[src/design/bsd_pkg.sv]
package bsd_pkg;

    // pad character of the base64 alphabet
    localparam logic [7:0] CHAR_PAD = 8'h3D;

    // end-of-string status codes
    typedef enum logic [1:0] {
        STATUS_OK      = 2'd0,
        STATUS_LENGTH  = 2'd1,
        STATUS_CONTENT = 2'd2
    } status_t;

    // one input request: a text character and the end-of-string flag
    typedef struct packed {
        logic [7:0] char_in;
        logic       final_char;
    } in_item_t;

    // one result: a decoded byte or the status report
    typedef struct packed {
        logic [7:0] out_byte;
        logic       is_status;
        status_t    status;
        logic       end_of_run;
    } out_item_t;

    // work for the back end: all results caused by one input request
    typedef struct packed {
        logic [2:0][7:0] bytes;
        logic [1:0]      nbytes;
        logic            has_status;
        status_t         status;
    } job_t;

    // sextet value of a character; bit 6 set when outside the alphabet
    function automatic logic [6:0] sextet_of(input logic [7:0] c);
        logic [7:0] t;
        t = 8'h00;
        if (c >= 8'h41 && c <= 8'h5A) begin
            t = c - 8'h41;
            return {1'b0, t[5:0]};
        end
        if (c >= 8'h61 && c <= 8'h7A) begin
            t = c - 8'h47;
            return {1'b0, t[5:0]};
        end
        if (c >= 8'h30 && c <= 8'h39) begin
            t = c + 8'h04;
            return {1'b0, t[5:0]};
        end
        if (c == 8'h2B) begin
            return 7'd62;
        end
        if (c == 8'h2F) begin
            return 7'd63;
        end
        return 7'b100_0000;
    endfunction

endpackage

[src/design/bsd_front.sv]
module bsd_front
    import bsd_pkg::*;
(
    input  logic     clk,
    input  logic     rst_n,
    input  logic     accept,
    input  in_item_t item,
    output logic     job_valid,
    output job_t     job
);

    logic [1:0]      pos_reg, pos_next;
    logic            stopped_reg, stopped_next;
    logic            err_reg, err_next;
    logic [2:0][5:0] held_reg, held_next;

    logic       pad;
    logic [6:0] sx;
    logic [5:0] s;
    logic       bad;
    logic [7:0] b0, b1, b2;

    // classify the character and build the results it causes
    always_comb
    begin
        pad  = (item.char_in == CHAR_PAD);
        sx   = sextet_of(item.char_in);
        s    = sx[5:0];
        bad  = sx[6];
        b0   = {held_reg[0], held_reg[1][5:4]};
        b1   = {held_reg[1][3:0], held_reg[2][5:2]};
        b2   = {held_reg[2][1:0], s};

        pos_next     = pos_reg + 2'd1;
        stopped_next = stopped_reg;
        err_next     = err_reg;
        held_next    = held_reg;

        job            = '0;
        job.bytes[0]   = b0;
        job.bytes[1]   = b1;
        job.bytes[2]   = b2;
        job.nbytes     = 2'd0;
        job.has_status = 1'b0;
        job.status     = STATUS_OK;

        if (!stopped_reg) begin
            if ((pad && pos_reg < 2'd2) || (!pad && bad)) begin
                err_next     = 1'b1;
                stopped_next = 1'b1;
            end else if (pos_reg != 2'd3 && !pad) begin
                case (pos_reg)
                    2'd0:    held_next[0] = s;
                    2'd1:    held_next[1] = s;
                    default: held_next[2] = s;
                endcase
            end else if (pos_reg == 2'd2) begin
                job.nbytes   = 2'd1;
                stopped_next = 1'b1;
            end else if (pad) begin
                job.nbytes   = 2'd2;
                stopped_next = 1'b1;
            end else begin
                job.nbytes = 2'd3;
            end
        end

        // end of string: report status and return to the reset state
        if (item.final_char) begin
            job.has_status = 1'b1;
            if (pos_next != 2'd0) begin
                job.status = STATUS_LENGTH;
            end else if (err_next) begin
                job.status = STATUS_CONTENT;
            end
            pos_next     = 2'd0;
            stopped_next = 1'b0;
            err_next     = 1'b0;
        end

        job_valid = accept && (job.has_status || job.nbytes != 2'd0);
    end

    // group state
    always_ff @(posedge clk or negedge rst_n)
    begin
        if (!rst_n) begin
            pos_reg     <= 2'd0;
            stopped_reg <= 1'b0;
            err_reg     <= 1'b0;
        end else if (accept) begin
            pos_reg     <= pos_next;
            stopped_reg <= stopped_next;
            err_reg     <= err_next;
        end
    end

    // held sextets, no reset
    always_ff @(posedge clk)
    begin
        if (accept) begin
            held_reg <= held_next;
        end
    end

endmodule

[src/design/bsd_job_fifo.sv]
module bsd_job_fifo
    import bsd_pkg::*;
#(
    parameter int DEPTH = 4
)
(
    input  logic clk,
    input  logic rst_n,
    input  logic wr_en,
    input  job_t wr_data,
    output logic full,
    input  logic rd_en,
    output logic rd_valid,
    output job_t rd_data
);

    localparam int PTR_W = (DEPTH > 1) ? $clog2(DEPTH) : 1;
    localparam int CNT_W = $clog2(DEPTH + 1);
    localparam logic [PTR_W-1:0] LAST_PTR = PTR_W'(DEPTH - 1);
    localparam logic [CNT_W-1:0] FULL_CNT = CNT_W'(DEPTH);

    job_t             mem_reg [DEPTH];
    logic [PTR_W-1:0] wr_ptr_reg, wr_ptr_next;
    logic [PTR_W-1:0] rd_ptr_reg, rd_ptr_next;
    logic [CNT_W-1:0] cnt_reg, cnt_next;
    logic             do_wr, do_rd;

    // pointer and count update
    always_comb
    begin
        do_wr       = wr_en && !full;
        do_rd       = rd_en && rd_valid;
        wr_ptr_next = wr_ptr_reg;
        rd_ptr_next = rd_ptr_reg;
        cnt_next    = cnt_reg;
        if (do_wr) begin
            wr_ptr_next = (wr_ptr_reg == LAST_PTR) ? '0 : wr_ptr_reg + 1'b1;
        end
        if (do_rd) begin
            rd_ptr_next = (rd_ptr_reg == LAST_PTR) ? '0 : rd_ptr_reg + 1'b1;
        end
        if (do_wr && !do_rd) begin
            cnt_next = cnt_reg + 1'b1;
        end else if (do_rd && !do_wr) begin
            cnt_next = cnt_reg - 1'b1;
        end
    end

    assign full     = (cnt_reg == FULL_CNT);
    assign rd_valid = (cnt_reg != '0);
    assign rd_data  = mem_reg[rd_ptr_reg];

    always_ff @(posedge clk or negedge rst_n)
    begin
        if (!rst_n) begin
            wr_ptr_reg <= '0;
            rd_ptr_reg <= '0;
            cnt_reg    <= '0;
        end else begin
            wr_ptr_reg <= wr_ptr_next;
            rd_ptr_reg <= rd_ptr_next;
            cnt_reg    <= cnt_next;
        end
    end

    // entry storage
    always_ff @(posedge clk)
    begin
        if (do_wr) begin
            mem_reg[wr_ptr_reg] <= wr_data;
        end
    end

endmodule

[src/design/bsd_back.sv]
module bsd_back
    import bsd_pkg::*;
(
    input  logic      clk,
    input  logic      rst_n,
    input  logic      job_valid,
    input  job_t      job,
    output logic      job_pop,
    input  logic      pop,
    output logic      empty,
    output out_item_t result
);

    job_t       cur_reg, cur_next;
    logic [1:0] idx_reg, idx_next;
    logic       cur_valid_reg, cur_valid_next;
    out_item_t  out_reg, out_next;
    logic       out_valid_reg, out_valid_next;

    logic       slot_free;
    logic       emit;
    logic       last;
    logic [2:0] total;
    out_item_t  item;

    // pick the current result of the job in hand
    always_comb
    begin
        total     = {1'b0, cur_reg.nbytes} + {2'b00, cur_reg.has_status};
        last      = ({1'b0, idx_reg} == total - 3'd1);
        slot_free = !out_valid_reg || pop;
        emit      = cur_valid_reg && slot_free;
        job_pop   = job_valid && (!cur_valid_reg || (emit && last));

        item            = '0;
        item.end_of_run = last;
        item.status     = STATUS_OK;
        if (idx_reg < cur_reg.nbytes) begin
            case (idx_reg)
                2'd0:    item.out_byte = cur_reg.bytes[0];
                2'd1:    item.out_byte = cur_reg.bytes[1];
                default: item.out_byte = cur_reg.bytes[2];
            endcase
        end else begin
            item.is_status = 1'b1;
            item.status    = cur_reg.status;
        end
    end

    // job register and output register
    always_comb
    begin
        cur_next       = cur_reg;
        idx_next       = idx_reg;
        cur_valid_next = cur_valid_reg;
        if (job_pop) begin
            cur_next       = job;
            idx_next       = 2'd0;
            cur_valid_next = 1'b1;
        end else if (emit && last) begin
            cur_valid_next = 1'b0;
        end else if (emit) begin
            idx_next = idx_reg + 2'd1;
        end

        out_next       = out_reg;
        out_valid_next = out_valid_reg;
        if (emit) begin
            out_next       = item;
            out_valid_next = 1'b1;
        end else if (pop) begin
            out_valid_next = 1'b0;
        end
    end

    assign empty  = !out_valid_reg;
    assign result = out_reg;

    always_ff @(posedge clk or negedge rst_n)
    begin
        if (!rst_n) begin
            cur_valid_reg <= 1'b0;
            out_valid_reg <= 1'b0;
            idx_reg       <= 2'd0;
        end else begin
            cur_valid_reg <= cur_valid_next;
            out_valid_reg <= out_valid_next;
            idx_reg       <= idx_next;
        end
    end

    always_ff @(posedge clk)
    begin
        cur_reg <= cur_next;
        out_reg <= out_next;
    end

endmodule

[src/design/base64_stream_decoder_unit.sv]
// Streaming base64 decoder, standard alphabet, one character per request.
// Input channel: push / full with item (char_in, final_char); a request is
// taken when push is high and full is low. Result channel: empty / pop with
// result (out_byte, is_status, status, end_of_run); the head result is shown
// while empty is low and leaves when pop is high.
// Each completed group of four gives up to three bytes; the final character
// is followed by a status result (0 ok, 1 bad length, 2 bad content).
// end_of_run marks the last result caused by one request. Bytes of a string
// whose status is nonzero are to be dropped by the receiver.
// Throughput: one request per cycle while the job queue has room; the
// result side moves one result per cycle while the output register is free,
// so a request giving n results holds the back end until all n have left.
// Results pass through the job queue, the job register and the output register.
// When the receiver stalls, the output register holds, the back end waits,
// the JOB_DEPTH entry queue fills and full rises to stall the sender.
// Reset clears group state, the queue and the output valid; the block takes
// requests as soon as reset is released.
module base64_stream_decoder_unit
    import bsd_pkg::*;
#(
    parameter int JOB_DEPTH = 4
)
(
    input  logic      clk,
    input  logic      rst_n,
    input  logic      push,
    output logic      full,
    input  in_item_t  item,
    output logic      empty,
    input  logic      pop,
    output out_item_t result
);

    logic accept;
    logic fe_valid;
    job_t fe_job;
    logic q_valid;
    job_t q_job;
    logic q_pop;

    assign accept = push && !full;

    // front end: classify characters, keep group state
    bsd_front u_front (
        .clk       (clk),
        .rst_n     (rst_n),
        .accept    (accept),
        .item      (item),
        .job_valid (fe_valid),
        .job       (fe_job)
    );

    // queue of pending jobs between the two ends
    bsd_job_fifo #(
        .DEPTH (JOB_DEPTH)
    ) u_fifo (
        .clk      (clk),
        .rst_n    (rst_n),
        .wr_en    (fe_valid),
        .wr_data  (fe_job),
        .full     (full),
        .rd_en    (q_pop),
        .rd_valid (q_valid),
        .rd_data  (q_job)
    );

    // back end: one result per cycle into the output register while it is free
    bsd_back u_back (
        .clk       (clk),
        .rst_n     (rst_n),
        .job_valid (q_valid),
        .job       (q_job),
        .job_pop   (q_pop),
        .pop       (pop),
        .empty     (empty),
        .result    (result)
    );

endmodule

[config.mk]
export PLATFORM = sky130hd
export DESIGN_NAME = base64_stream_decoder_unit
export DESIGN_NICKNAME = d
export VERILOG_FILES = /design/src/design/bsd_pkg.sv /design/src/design/bsd_front.sv /design/src/design/bsd_job_fifo.sv /design/src/design/bsd_back.sv /design/src/design/base64_stream_decoder_unit.sv
export SDC_FILE = /design/constraint.sdc
export NUM_CORES = 1
export LEC_CHECK = 0
export BUFFER_PORTS_ARGS = -buffer_cell sky130_fd_sc_hd__buf_2
export CAP_MARGIN = 20
export CORE_ASPECT_RATIO = 1.2
export CORE_MARGIN = 2
export CORE_UTILIZATION = 65
export CTS_CLUSTER_DIAMETER = 120
export DETAILED_ROUTE_END_ITERATION = 10
export HOLD_SLACK_MARGIN = 0.15
export PLACE_DENSITY = 0.83
export SLEW_MARGIN = 20
export SYNTH_ARGS = -nofsm -noshare
export SYNTH_HDL_FRONTEND = slang
export SYNTH_SLANG_ARGS = --single-unit
[constraint.sdc]
create_clock -name clk -period 5.4 [get_ports clk]
set_clock_uncertainty 0.1 [all_clocks]
set_input_delay 1.35 -clock clk [delete_from_list [all_inputs] [get_ports clk]]
set_output_delay 1.35 -clock clk [all_outputs]
set_load 0.005 [all_outputs]
* After elaboration in Yosys (flattened, before gate mapping)
Memories as Yosys holds them, arrays and structs flattened. A register that Yosys moved wholly into a read port is not among the register bits. Index checks and enable logic that the tools add are counted.
Storage, ports and cells: register bits after elaboration 45, bits in writable memories 116, input bits 13, output and inout port bits 14, word-level logic and storage cells 148, memories 1
Memories:
- u_fifo.mem_reg | depth 4, width 29, rd ports 1, clocked after memory_dff 1, wr ports 1, line bsd_job_fifo.sv:22 | job_t mem_reg [DEPTH];
Cells by class: add/subtract/negate cells 11, $lt $le $gt $ge 8, equal/unequal tests 12, mux-type cells 58, bitwise operators 3, reduce and logical (&&, ||, !) cells 39
Operator list (count):
- two-way mux 7 bit | 10
- two-way mux 1 bit | 31
- equality test 8 x 6 -> 1 bit (second input constant) | 3
- two-way mux 2 bit | 12
- greater-or-equal comparator 8 x 7 -> 1 bit (second input constant) | 2
- <= comparator 8 x 7 -> 1 bit (second input constant) | 2
- case mux 8 bit (2 select lines) | 1
- logical AND 1 bit | 15
- AND reduction 5 bit | 3
- two-way mux 3 bit | 4
- nonzero test 2 bit | 6
- adder 2 x 1 -> 2 bit (second input constant) | 4
- greater-or-equal comparator 8 x 6 -> 1 bit (second input constant) | 1
- <= comparator 8 x 6 -> 1 bit (second input constant) | 1
- adder 6 x 3 -> 6 bit (second input constant) | 1
- equality test 2 bit (second input constant) | 3
- logical NOT 1 bit | 6
- subtractor 3 x 1 -> 3 bit (second input constant) | 2
- subtractor 6 x 1 -> 6 bit (second input constant) | 1
- subtractor 6 x 3 -> 6 bit (second input constant) | 1
- equality test 2 x 1 -> 1 bit (second input constant) | 2
- logical NOT 2 bit | 2
- logical OR 1 bit | 4
- inequality test 2 bit (second input constant) | 2
- other kinds (10) | 12

* Logic depth before layout (Yosys ltp)
depth in word-level cells 32, depth in mapped cells 13, depth with buffers taken out 13

* Modules after synthesis
A second synthesis with hierarchy kept.
Second synthesis, totals: cell total of the unflattened synthesis 440, area total of the unflattened synthesis 7876.3 µm²
By module, submodules not included:
- bsd_job_fifo | times used 1, cells each 188, area each 4642.0 µm², sequential area each 3658.5 µm²
- bsd_back | times used 1, cells each 109, area each 1722.9 µm², sequential area each 1331.3 µm²
- bsd_front | times used 1, cells each 142, area each 1497.7 µm², sequential area each 640.6 µm²
- base64_stream_decoder_unit | times used 1, cells each 1, area each 13.8 µm², sequential area each 0.0 µm²

* Worst setup path before layout
OpenSTA, ideal clock, no wires.
path type input-to-reg, from input port item[3] in the netlist's numbering, to memory u_fifo.mem_reg[3][0] in the netlist's numbering, enable pin, setup time 0.389 ns, arrival time 3.585 ns, required time 4.911 ns, setup slack 1.327 ns, cell stages on the path 8, path buffers 0, cell sequence inv_1 > ha_1 > a21oi_1 > a31oi_1 > a221oi_2 > nor3_2 > o41ai_4 > and2_1
Between the ends: cells in the longest elaborated chain, start to end 21
RTL lines:
- start: declaration | line base64_stream_decoder_unit.sv:28 | input in_item_t item,
- greater-or-equal comparator 8 x 7 -> 1 bit, or another cell as far along | line bsd_pkg.sv:43 | if (c >= 8'h61 && c <= 8'h7A) begin
- logical AND 1 bit / two-way mux 1 bit (equally long branches) | line bsd_pkg.sv:43, bsd_pkg.sv:54
- two-way mux 7 bit / two-way mux 1 bit (equally long branches) | line bsd_pkg.sv:43, bsd_pkg.sv:54
- two-way mux 7 bit / two-way mux 1 bit (equally long branches) | line bsd_pkg.sv:47, bsd_pkg.sv:51
- two-way mux 7 bit / two-way mux 1 bit (equally long branches) | line bsd_pkg.sv:51, bsd_pkg.sv:47
- two-way mux 7 bit / two-way mux 1 bit (equally long branches) | line bsd_pkg.sv:54, bsd_pkg.sv:43
- two-way mux 7 bit | line bsd_pkg.sv:57 | return 7'b100_0000;
- two-way mux 7 bit | line bsd_pkg.sv:54 | if (c == 8'h2F) begin
- [6 not listed]
- two-way mux 2 bit * | line bsd_front.sv:47 | if (!stopped_reg) begin
- nonzero test 2 bit * | line bsd_front.sv:81 | job_valid = accept && (job.has_status || job.nbytes != 2'd0);
- logical OR 1 bit * | line bsd_front.sv:81
- logical AND 1 bit * | line bsd_front.sv:81
- logical AND 1 bit * | line bsd_job_fifo.sv:31 | do_wr = wr_en && !full;
- named net u_fifo.do_wr | line bsd_job_fifo.sv:26 | logic do_wr, do_rd;
- two-way mux 1 bit * | line bsd_job_fifo.sv:69 | if (do_wr) begin
- two-way mux 1 bit (not written as such) * | line bsd_job_fifo.sv:70 | mem_reg[wr_ptr_reg] <= wr_data;
- end: declaration | line bsd_job_fifo.sv:22
Mark *: on every way through the listed nets, which the timed path passes. The rest lies on a longest branch. The select of a mux whose other input is x is not followed.

* Worst setup path in the final report
from input port item[3] in the netlist's numbering, to register u_fifo.cnt_reg[2]
Between the ends: cells in the longest elaborated chain, start to end 22
RTL lines:
- greater-or-equal comparator 8 x 7 -> 1 bit, or another cell as far along | line bsd_pkg.sv:43
- logical AND 1 bit / two-way mux 1 bit (equally long branches) | line bsd_pkg.sv:43, bsd_pkg.sv:54
- two-way mux 7 bit / two-way mux 1 bit (equally long branches) | line bsd_pkg.sv:43, bsd_pkg.sv:54
- two-way mux 7 bit / two-way mux 1 bit (equally long branches) | line bsd_pkg.sv:47, bsd_pkg.sv:51
- two-way mux 7 bit / two-way mux 1 bit (equally long branches) | line bsd_pkg.sv:51, bsd_pkg.sv:47
- two-way mux 7 bit / two-way mux 1 bit (equally long branches) | line bsd_pkg.sv:54, bsd_pkg.sv:43
- two-way mux 7 bit | line bsd_pkg.sv:57
- two-way mux 7 bit | line bsd_pkg.sv:54
- [7 not listed]
- nonzero test 2 bit * | line bsd_front.sv:81
- logical OR 1 bit * | line bsd_front.sv:81
- logical AND 1 bit * | line bsd_front.sv:81
- logical AND 1 bit * | line bsd_job_fifo.sv:31
- named net u_fifo.do_wr | line bsd_job_fifo.sv:26
- logical NOT 1 bit | line bsd_job_fifo.sv:44 | end else if (do_rd && !do_wr) begin
- logical AND 1 bit | line bsd_job_fifo.sv:44
- nonzero test 2 bit (no line)
- end signal: assignment | line bsd_job_fifo.sv:62 | cnt_reg <= cnt_next;
- end: declaration | line bsd_job_fifo.sv:25 | logic [CNT_W-1:0] cnt_reg, cnt_next;
Marked as above. A chain may end at the register's enable or synchronous reset.

==> impl_metrics.tcl <==
set metrics [dict create \
    vias 3808 \
    cts_setup_buffers 0 \
    yosysUniqueCellTypes 52 \
    final_antenna_net_count 0 \
    end_kind "flop" \
    vdd_drop_max_v 0.000248 \
    grt_start_max_net_pins 33 \
    clockBufferDepth 2 \
    min_period_ns 4.24 \
    num_rows 43 \
    via_per_inst 6.10 \
    hold_violations 0 \
    finalNetCount 492 \
    finalCritPeriodShare_pct 78.5 \
    hold_path.class "flop to flop" \
    dpl_cell_area_um2 7980 \
    synth_flop_cell "edfxtp_1" \
    cp_slowest_cell "o41ai_4" \
    die_h_um 123 \
    h-tree-depth 4 \
    chipWidth_um 103 \
    cap_violations 0 \
    yosys_warnings 0 \
    clkSlewWorstSetupHoldPaths_ns 0.06 \
    seq_power_share_pct 49.8 \
    io_pins 27 \
    wl_per_cell_um 21.8 \
    async_flop_share_pct 7.89 \
    insertion_delay_ns 0.41 \
    syn_inst 417 \
    fmax_mhz 236 \
    cp-start-kind "input port" \
    path_buf_inv 4 \
    synthesis.nets 455 \
    fin_tns_setup_ns 0 \
    gp_congestion 0.853 \
    first_pass_iters 5 \
    cts_sinks 190 \
    coreArea_um2 11600 \
    powerDensity_nw_per_um2 518 \
    synth-edff-count 175 \
    rrSetupSlack_ns 2.02 \
    routed_wl_um 13600 \
    final_common_cell "edfxtp_1" \
    avgSynthCellArea_um2 18.4 \
    postLayoutCellArea_um2 8560 \
    dpl.hpwl_um 7720 \
    fill_cells 624 \
    area.growth.synth_to_final_pct 11.4 \
    max_slew_margin_pct 43.5 \
    worstPathMaxFanout 12 \
    switching_share_pct 28.1 \
    start_util_pct 66.4 \
    cts.repair.resized 0 \
    drive_above_1_share_pct 22.1 \
    tightest_slew_ns 0.847 \
    rsz0062_at_grt "no" \
    p_leak_nw 3.03 \
    dieArea_um2 12700 \
    grt_overflow 0 \
    max_stage_delay_ns 0.54 \
    synth_area_um2 7680 \
    pwr-share-clk_pct 27.4 \
    postCtsHoldBufs 0 \
    numCtsBuffers 17 \
    path_delay_family "compound AO/OA/AOI/OAI gates" \
    drt_iter0_markers 314 \
    internal_power_w 0.00319 \
    io_buffer_count 26 \
    switchingPower_w 0.00125 \
    seq_area_frac_synth_pct 73.3 \
    ys_ff_latch 190 \
    status "finished, final reports clean" \
    cp.arrival_ns 4.47 \
    critPathKind "input port to flop" \
    drc 0 \
    path_cells "buf_2, inv_1, ha_1, a21oi_1, a31oi_1, a221oi_2, buf_4, nor3_2, o41ai_4, ha_1, inv_1, fa_1, xor2_1, nor2_1, xor2_1" \
    diodes 0 \
    critPathRequiredTime_ns 5.63 \
    grtUsageTotal_pct 23.7 \
    slew_violations 0 \
    largest_reg_flops 116 \
    root_buffer "clkbuf_16" \
    layout_common_cells "edfxtp_1, mux4_2, buf_2" \
    antenna_found_initial 0 \
    power_frac_comb_pct 22.8 \
    setup_violations 0 \
    cts_tree "done" \
    grt_pass1_vias 3847 \
    grt_pass1_wl_um 21400 \
]
==> cell families (layout without fill, tap and decap cells) <==
family,Yosys count,in the layout,share of synthesized area (%)
DFF,190,190,73.3
and+or+nand+nor,70,70,5.15
adders and majority gates,25,25,4.17
AOI/OAI and AO/OA,54,54,5.00
xor gates and xnor gates,10,10,1.14
buffers and inverters,34,84,1.95
muxes,34,34,9.30
==> final timing paths <==
| kind | from | end | cells past startpoint |
|---|---|---|---|
| max reg2reg | u_back.cur_reg[3]$_DFFE_PP_ | u_fifo.cnt_reg[1]$_DFFE_PN0P_ | 11 |
| max in group asynchronous | rst_n | u_fifo.rd_ptr_reg[0]$_DFFE_PN0P_ | 1 |
| max | item[3] | u_fifo.cnt_reg[2]$_DFFE_PN0P_ | 15 |
| min in group asynchronous | rst_n | u_back.idx_reg[0]$_DFFE_PN0P_ | 1 |
| min reg2reg | u_front.job[9]$_DFFE_PP_ | u_fifo.mem_reg[3][9]$_DFFE_PP_ | 0 |
| min | u_front.job[9]$_DFFE_PP_ | u_fifo.mem_reg[3][9]$_DFFE_PP_ | 0 |
==> final cells by class <==
type / count / area (um^2) / share of cell area, %
clock buffer: 19 / 433 / 5.06
clock inverter: 13 / 148 / 1.72
inverter: 21 / 78.8 / 0.921
multi-input combinational: 193 / 1900 / 22.2
sequential: 190 / 5630 / 65.8
tap: 157 / 196 / 2.29
timing repair buffer: 31 / 168 / 1.96
==> layer usage <==
metal  vias up  wire length [um]  global-route usage, %
met5         -                 0                      0
met4         0               161                   6.83
met3        14               682                   4.97
met2       157              7040                   37.8
met1      1938              5730                   33.8
li1       1699                 -                      -
==> synthesized netlist by cell type (2+ instances only) <==
master | count | area (um^2)
buf_6 | 3 | 33.8
a221o_1 | 2 | 20.0
clkbuf_1 | 7 | 26.3
a21oi_1 | 18 | 90.1
o21ai_0 | 9 | 45.0
nand2b_1 | 5 | 31.3
nand2_1 | 17 | 63.8
edfxtp_1 | 175 | 5260
mux2_4 | 2 | 30.0
nor2b_1 | 3 | 18.8
mux2i_1 | 2 | 20.0
inv_1 | 21 | 78.8
nor3_1 | 3 | 15.0
xor2_1 | 3 | 26.3
xnor2_1 | 7 | 61.3
a211oi_1 | 2 | 15.0
dfrtp_1 | 15 | 375
and4b_1 | 2 | 20.0
or3_1 | 2 | 12.5
ha_1 | 24 | 300
a22oi_1 | 8 | 60.1
and2_1 | 5 | 31.3
mux4_2 | 29 | 653
and2_2 | 3 | 22.5
nor2_1 | 15 | 56.3
nand3_1 | 4 | 20.0
o31ai_1 | 2 | 15.0
nand3b_1 | 2 | 15.0
a31oi_1 | 2 | 12.5
buf_1 | 3 | 11.3
==> power groups by stage <==
| stage | logic [W] | clock network (W) | registers, W |
|---|---|---|---|
| 2_1_floorplan | 0.000768 | 0 | 0.00214 |
| 3_3_place_gp | 0.000957 | 0 | 0.00221 |
| 3_5_place_dp | 0.000993 | 0 | 0.00223 |
| 4_1_cts | 0.00102 | 0.00123 | 0.00221 |
| 5_1_grt | 0.00112 | 0.00130 | 0.00225 |
| 6_report | 0.00101 | 0.00122 | 0.00221 |
==> through the flow <==
stage	hold WS, ns	total power (W)	std cells	setup WS, ns	utilization (%)
after floorplan	0.342	0.00291	417	1.33	-
after global placement	0.351	0.00317	592	0.969	69.0
after detailed placement	0.377	0.00322	592	0.826	69.0
after CTS	0.397	0.00446	624	1.22	74.0
after global routing	0.421	0.00467	624	0.977	74.0
final	0.392	0.00444	624	1.16	74.0
No activity file was read; power rests on OpenSTA's default activity.
